[config.mk]
export PLATFORM = sky130hd
export DESIGN_NAME = omr_cordic_cell
export DESIGN_NICKNAME = d
export VERILOG_FILES = /design/src/omr_pkg.sv /design/src/omr_cordic_cell.sv
export SDC_FILE = /design/constraint.sdc
export NUM_CORES = 1
export LEC_CHECK = 0
export ABC_CLOCK_PERIOD_IN_PS = 900
export BUFFER_PORTS_ARGS = -buffer_cell sky130_fd_sc_hd__buf_2
export CELL_PAD_IN_SITES_DETAIL_PLACEMENT = 1
export CELL_PAD_IN_SITES_GLOBAL_PLACEMENT = 1
export CORE_ASPECT_RATIO = 0.7
export CORE_MARGIN = 2
export CORE_UTILIZATION = 39
export CTS_CLUSTER_DIAMETER = 100
export DETAILED_ROUTE_END_ITERATION = 8
export MAX_ROUTING_LAYER = met4
export PLACE_DENSITY = 0.87
export SETUP_SLACK_MARGIN = 0.3
export SYNTH_ARGS = -nofsm -noshare
export SYNTH_HDL_FRONTEND = slang
export SYNTH_SLANG_ARGS = --single-unit
[constraint.sdc]
create_clock -name clk -period 0.9 [get_ports clk]
set_input_delay 0.09 -clock clk [delete_from_list [all_inputs] [get_ports clk]]
set_output_delay 0.09 -clock clk [all_outputs]
set_load 0.05 [all_outputs]
[src/omr_pkg.sv]
// Shared types, constants and the arctangent table for the omni-wheel
// odometry rotate block. Depends on nothing; every other file imports it.
package omr_pkg;

	localparam int NUM_WHEELS    = 4;
	localparam int NUM_COEF      = 2 * NUM_WHEELS;
	localparam int COEF_IDX_W    = $clog2(NUM_COEF);
	localparam int CORDIC_STAGES = 16;
	localparam int STAGE_IDX_W   = $clog2(CORDIC_STAGES);
	localparam int CFG_IDX_W     = 8;

	localparam int W_IN   = 16;
	localparam int W_PROD = 32;  // one coefficient times one wheel speed
	localparam int W_SUM  = 34;  // sum of four such products
	localparam int W_CORD = 33;  // CORDIC x, y and residual angle
	localparam int W_CS   = 19;  // rounded cosine and sine, Q3.16
	localparam int W_ROT  = W_CS + W_SUM;  // one rotation product
	localparam int W_ACC  = W_ROT + 1;     // sum of two rotation products
	localparam int W_RND  = W_ACC - 30;    // after the final shift
	localparam int W_OUT  = 20;

	localparam logic signed [W_CORD-1:0] CORDIC_K = 33'sh026DD3B6A;
	localparam logic signed [W_OUT-1:0] OUT_MAX = 20'sh7FFFF;
	localparam logic signed [W_OUT-1:0] OUT_MIN = 20'sh80000;

	typedef logic signed [W_IN-1:0] coef_t;
	typedef coef_t [NUM_COEF-1:0] coef_arr_t;

	// Entries 0 to 3 are the x row, entries 4 to 7 the y row.
	localparam coef_arr_t COEF_RESET = '{
		16'sd3476, -16'sd3476, -16'sd3476, 16'sd3476,
		16'sd3476, 16'sd3476, -16'sd3476, -16'sd3476
	};

	typedef struct packed {
		logic signed [W_IN-1:0] wheel_speed_0;
		logic signed [W_IN-1:0] wheel_speed_1;
		logic signed [W_IN-1:0] wheel_speed_2;
		logic signed [W_IN-1:0] wheel_speed_3;
		logic [W_IN-1:0]        heading;
	} in_item_t;

	typedef struct packed {
		logic signed [W_OUT-1:0] vel_x;
		logic signed [W_OUT-1:0] vel_y;
	} out_item_t;

	// What one CORDIC cell hands to the next.
	typedef struct packed {
		logic                     valid;
		logic                     flip;
		logic signed [W_CORD-1:0] x;
		logic signed [W_CORD-1:0] y;
		logic signed [W_CORD-1:0] z;
		logic signed [W_SUM-1:0]  mx;
		logic signed [W_SUM-1:0]  my;
	} cell_t;

	function automatic logic signed [W_CORD-1:0] atan_angle(input logic [STAGE_IDX_W-1:0] idx);
		logic signed [W_CORD-1:0] a;
		case (idx)
			4'd0:    a = 33'sh020000000;
			4'd1:    a = 33'sh012E4051E;
			4'd2:    a = 33'sh009FB385B;
			4'd3:    a = 33'sh0051111D4;
			4'd4:    a = 33'sh0028B0D43;
			4'd5:    a = 33'sh00145D7E1;
			4'd6:    a = 33'sh000A2F61E;
			4'd7:    a = 33'sh000517C55;
			4'd8:    a = 33'sh00028BE53;
			4'd9:    a = 33'sh000145F2F;
			4'd10:   a = 33'sh0000A2F98;
			4'd11:   a = 33'sh0000517CC;
			4'd12:   a = 33'sh000028BE6;
			4'd13:   a = 33'sh0000145F3;
			4'd14:   a = 33'sh00000A2FA;
			4'd15:   a = 33'sh00000517D;
			default: a = '0;
		endcase
		return a;
	endfunction

endpackage

[src/omr_cordic_cell.sv]
// One rotation cell of the CORDIC chain, carrying the body velocity along
// beside the vector. Uses omr_pkg for the cell type and arctangent table.
module omr_cordic_cell
	import omr_pkg::*;
(
	input  logic                   clk,
	input  logic                   arst_n,
	input  logic                   en,
	input  logic [STAGE_IDX_W-1:0] stage_idx,
	input  cell_t                  cell_in,
	output cell_t                  cell_out
);

	logic signed [W_CORD-1:0] dx;
	logic signed [W_CORD-1:0] dy;
	logic signed [W_CORD-1:0] ang;
	cell_t                    stage_q;

	assign dx  = cell_in.y >>> stage_idx;
	assign dy  = cell_in.x >>> stage_idx;
	assign ang = atan_angle(stage_idx);

	// A residual angle of zero steers as a positive one.
	always_ff @(posedge clk or negedge arst_n) begin
		if (!arst_n) begin
			stage_q <= '0;
		end else if (en) begin
			stage_q.valid <= cell_in.valid;
			stage_q.flip  <= cell_in.flip;
			stage_q.mx    <= cell_in.mx;
			stage_q.my    <= cell_in.my;
			if (!cell_in.z[W_CORD-1]) begin
				stage_q.x <= cell_in.x - dx;
				stage_q.y <= cell_in.y + dy;
				stage_q.z <= cell_in.z - ang;
			end else begin
				stage_q.x <= cell_in.x + dx;
				stage_q.y <= cell_in.y - dy;
				stage_q.z <= cell_in.z + ang;
			end
		end
	end

	assign cell_out = stage_q;

endmodule

==> impl_metrics.csv, run 1 <==
group,metric,value,unit
cts,cts_max_level,4,
cts,clk_path_buf_depth,2,
yosys,ys_types,83,
yosys,syn_inst,1872,
yosys,yosysWarnings,0,
floorplan,fp.dieH,181,um
cts,root_buffer,"clkbuf_16",
cts,cts_made_buffers,17,
status,status,"did not finish",
yosys,synth-main-ff-cell,"dfrtp_1",
global_route,grt_max_degree,56,
floorplan,start_util,39.7,%
status,lastStage,"global routing (5_1_grt)",
floorplan,rows,64,
placement,dp_hpwl,70.3,mm
placement,dp_slack,-4.54,ns
sta,worst-ep-kind,"register data pin",
floorplan,num_io_pins,345,
placement,gp_congestion,1.01,
floorplan,die_w,256,um
yosys,synth_area,0.0174,mm2
yosys,syn_nets,2160,
sta,worst_endpoint,"cell_out[165]$_DFFE_PN0P_/D",
yosys,synthArstFlopShare,100,%
yosys,syn_area_per_cell,9.28,um2
yosys,synth-seq-area-share,24.3,%
global_route,track_usage,82.6,%
yosys,ys_ff_latch,169,
cts,clkSinkCount,169,
global_route,overflow,394,
status,error,"[ERROR GRT-0232] Routing congestion too high. Check the congestion heatmap in the GUI.",
placement,buffer_ports.inserted,344,
yosys,synth_edf_count,0,
-- cell usage after synthesis (6+ instances only) --
cell	number	share of area (%)
a21oi_1	171	4.9
dfrtp_1	169	24
mux2_2	164	11
nor2_1	155	3.3
nand2_1	154	3.3
ha_1	109	7.9
xnor2_1	101	5.1
o21ai_0	92	2.7
mux4_2	82	11
xor2_1	68	3.4
clkbuf_1	55	1.2
mux2i_1	52	3.0
a21o_1	47	2.0
inv_1	45	0.97
nor3_1	37	1.1
nand3_1	31	0.89
a31oi_1	23	0.83
a211oi_1	22	0.95
and3_1	19	0.68
nand2b_1	19	0.68
buf_2	17	0.49
nor2b_1	17	0.61
buf_1	15	0.32
o21a_1	15	0.65
o21bai_1	15	0.65
o211ai_1	11	0.48
or3_1	10	0.36
or2_2	9	0.32
a211o_1	8	0.40
and2_1	8	0.29
o31ai_1	8	0.35
a22oi_1	6	0.26
a31o_2	6	0.30
buf_4	6	0.26
nand4_1	6	0.22
-- metrics by stage --
stage / utilization (%) / cells / instance area, um2 / setup TNS, ns
floorplan: - / 1872 / 18500 / -309.71
CTS: 64.6 / 3497 / 28300 / -329.40
global placement: 57.4 / 3343 / 25100 / -325.85
detailed placement: 57.4 / 3343 / 25100 / -361.71
-- metal layers --
metal | global-route usage [%] | GRT overflow
met5 | - | -
met3 | 66.6 | 12
met1 | 79.5 | 4
met4 | 85.5 | 154
met2 | 97.3 | 224
-- kinds of logic after synthesis --
group	share of synthesized area, %
flops	24.3
mux	24.3
compound gates	17.3
fa+ha+maj	8.20
buf+inv	3.77
xor+xnor	8.52
simple gates	13.5
-- repair_timing --
action,in CTS
hold buffers,19
gates resized for setup,342
endpoints found under the setup margin,338
buffers inserted,101
pin swaps,140
gates cloned,2
hold endpoints to repair,239
==> run 2: changes to the inputs <==
ABC_CLOCK_PERIOD_IN_PS = 1200   (was 900)
CELL_PAD_IN_SITES_DETAIL_PLACEMENT = unset   (was 1)
CELL_PAD_IN_SITES_GLOBAL_PLACEMENT = unset   (was 1)
CORE_ASPECT_RATIO = unset   (was 0.7)
CORE_UTILIZATION = 40   (was 39)
CTS_CLUSTER_DIAMETER = unset   (was 100)
MAX_ROUTING_LAYER = unset   (was met4)
PLACE_DENSITY = unset   (was 0.87)
PLACE_DENSITY_LB_ADDON = 0.15   (was unset)
SETUP_SLACK_MARGIN = unset   (was 0.3)
clock period = 1.2 ns   (was 0.9 ns; I/O delays follow)
==> run 2 against run 1 <==
  * The flow now finishes, with violations (negative setup slack)
  * Synthesized cell count did not move
  * Area after synthesis unchanged
==> impl_metrics.csv, run 2 <==
group,metric,value,unit
status,status,"finished, violations left",
status,violations,"negative setup slack",
cts,root_buffer,"clkbuf_16",
placement,buffer_ports.inserted,344,
min_path,hold_path_class,"in -> reg",
global_route,overflow,0,
yosys,synth_top_cell_by_area,"dfrtp_1",
critical_path,end_kind,"flip-flop",
route,num_vias,19419,
cts,cts_tree,"yes",
power_and_ir_drop,ir_worst_vdd,1.48,mV
finish,area_delta_synth_final,76.2,%
yosys,syn_area_per_cell,9.28,um2
critical_path,crit_required,1.57,ns
finish,postLayoutCellArea,0.0306,mm2
yosys,yosysWarnings,0,
critical_path,r2r_cells,3,
finish,layout_common_cells,"687 x buf_4, 241 x buf_6, 169 x dfrtp_1, 169 x buf_2, 136 x nand2_1",
global_route,grt_max_degree,67,
critical_path,cp_cell_sequence,"buf_16 > buf_16 > buf_6 > buf_6 > clkinv_8 > ha_4 > buf_12 > mux4_2 > nor3_4 > nor2b_4 > nor2b_4 > and3_4 > a21oi_2 > xnor2_1 > ha_2 > a21oi_2 > o21ai_1 > a21o_1 > a221oi_4 > nor4_4 > or4_4 > a31o_4 > xor2_1 > mux2_2",
cts,path_clk_slew,0.08,ns
critical_path,cp.arrival,4.76,ns
power_and_ir_drop,intPower,0.0244,W
placement,gp_congestion,0.939,
power_and_ir_drop,power.share.clock,13.1,%
power_and_ir_drop,pwr-share-comb,67.2,%
power_and_ir_drop,power_frac_seq,19.7,%
route,drtIter0Drc,1033,
floorplan,die_w,212,um
sta,tns,-243.08,ns
floorplan,fp.dieH,212,um
sta,rsz0062_at_grt,"true",
yosys,synthArstFlopShare,100,%
critical_path,r2r-start,"cell_out[86]$_DFFE_PN0P_",
power_and_ir_drop,power_density,1430,mW/mm2
floorplan,start_util,40.4,%
yosys,ys_types,83,
route,wl,69.5,mm
critical_path,cp_top_family,"simple AND/OR/NAND/NOR gates",
yosys,yosysMostFrequentCell,"a21oi_1",
route,viasPerCell,5.40,
critical_path,max_stage_delay,0.51,ns
yosys,synth_edf_count,0,
yosys,ys_top_cells_by_count,"171 x a21oi_1, 169 x dfrtp_1, 164 x mux2_2",
cts,clk_latency,0.49,ns
route,drc_errors,0,
sta,setup_viol,103,
yosys,synth-seq-area-share,24.3,%
run,max-cap-violations,0,
global_route,track_usage,28.8,%
floorplan,rows,76,
sta,worst_slew_pin_slew,0.626,ns
floorplan,dieArea,0.0451,mm2
critical_path,crit_type,"in -> reg",
power_and_ir_drop,power,0.0439,W
min_path,hold_start,"cell_in[68]",
sta,maxSlewHeadroom,58.3,%
sta,hold_viol_final,0,
critical_path,crit_buf_inv,6,
route,detail-route-antenna-nets,0,
critical_path,crit_path_top_delay_cell,"or4_4",
min_path,whs_path_depth,3,
yosys,synth-main-ff-cell,"dfrtp_1",
global_route,grt_pass1_vias,19780,
floorplan,num_io_pins,345,
floorplan,core,0.0430,mm2
critical_path,startpoint_type,"primary input",
critical_path,crit_start,"stage_idx[0]",
route,met3_length,3.13,mm
sta,setup_slack,-3.19,ns
sta,clock_skew,0,ns
yosys,ys_ff_latch,169,
route,dr_wl_met2,36.2,mm
finish,largest_reg_flops,169,
route,m1WireLength,27.5,mm
finish,layout-drive-gt1-share,58.7,%
sta,fmax,228,MHz
yosys,synth_area_leaders,"dfrtp_1 24%, mux2_2 11%, mux4_2 11%",
yosys,syn_nets,2160,
finish,nNetsFinal,3280,
critical_path,worst-r2r-setup-slack,0.22,ns
power_and_ir_drop,leakagePower,14.2,nW
yosys,syn_inst,1872,
placement,dp_hpwl,50.5,mm
cts,cts_made_buffers,17,
global_route,grt_first_pass_wirelength,102,mm
cts,clkSinkCount,169,
critical_path,worst_r2r_endpoint,"cell_out[86]$_DFFE_PN0P_",
route,top_layer_used,"met5",
finish,final.fill_count,3181,
route,drt-wirelength-per-cell,19.3,um
power_and_ir_drop,switching_share,44.5,%
power_and_ir_drop,p_switching,0.0195,W
yosys,synth_top_area_share,24.3,%
sta,fin_crit_sh,366,%
finish,final_common_cell,"buf_4",
route,first_pass_iters,5,
min_path,hold_end,"cell_out[68]$_DFFE_PN0P_",
sta,post-route-min-period,4.39,ns
cts,cts_max_level,4,
cts,clk_path_buf_depth,2,
sta,slew_violations,0,
yosys,synth_area,0.0174,mm2
critical_path,cp_max_fo,6,
placement,placed_area,0.0250,mm2
global_route,antenna_found_initial,8,
-- run 2: cell families after synthesis --
group | count (synthesis) | synth area share [%]
AND/OR/NAND/NOR | 495 | 13.5
buffers and inverters | 147 | 3.77
flip-flops | 169 | 24.3
XOR/XNOR | 169 | 8.52
multiplexers | 299 | 24.3
adder cells (fa/ha/maj) | 112 | 8.20
AO/OA/AOI/OAI | 481 | 17.3
-- run 2: routing by layer --
layer | up-vias | track usage (%)
li1 | 9191 | -
met1 | 9485 | 33.8
met2 | 576 | 51.7
met3 | 165 | 4.67
met4 | 2 | 12.7
met5 | - | 0
-- run 2: per-stage QoR --
step,setup slack [ns],cells,hold WS (ns),util (%)
CTS,-3.03,3532,-0.0131,65.7
floorplan,-3.89,1872,-0.176,-
global placement,-3.82,3355,0.0370,58.2
detailed placement,-3.87,3355,0.0342,58.2
finish,-3.19,3598,0.0282,71.2
global route,-3.37,3597,0.0227,71.2
-- run 2: how the worst max path moves through the flow --
stage,to,slack (ns),cells after the start
floorplan,cell_out[166]$_DFFE_PN0P_,-3.89,28
CTS,cell_out[132]$_DFFE_PN0P_,-3.03,24
global route,cell_out[166]$_DFFE_PN0P_,-3.37,25
detailed placement,cell_out[128]$_DFFE_PN0P_,-3.87,24
finish,cell_out[96]$_DFFE_PN0P_,-3.19,24
global placement,cell_out[164]$_DFFE_PN0P_,-3.82,20
-- run 2: power groups by stage --
stage	clock network [W]	logic [W]	registers (W)
finish	0.00575	0.0295	0.00863
floorplan	0	0.00917	0.0141
detailed placement	0	0.0232	0.00829
CTS	0.00590	0.0257	0.00822
global route	0.00610	0.0311	0.00882
global placement	0	0.0230	0.00825
-- run 2: timing repair --
item,CTS,global route
buffers inserted,77,73
hold endpoints to repair,242,0
gates resized for setup,287,684
cloned,4,0
endpoints found under the setup margin,268,268
pin swaps,151,146
hold buffers,72,0
-- run 2: final cells by class --
cell class	instances	area, um2	area share, %
multi-input combinational	1556	14700	48.1
timing repair buffer	1201	10100	33.0
sequential	169	4230	13.8
tap	585	732	2.39
clock buffer	19	443	1.45
inverter	47	194	0.634
clock inverter	13	150	0.491
antenna	8	20.0	0.0654
-- run 2: worst register-to-register path: cells and delay by family (launching register included) --
| kind | cells | cell delay, ns |
|---|---|---|
| AND/OR/NAND/NOR | 2 | 0.38 |
| flip-flops | 1 | 0.39 |
| AO/OA/AOI/OAI | 1 | 0.09 |
(Power assumes the default switching activity.)
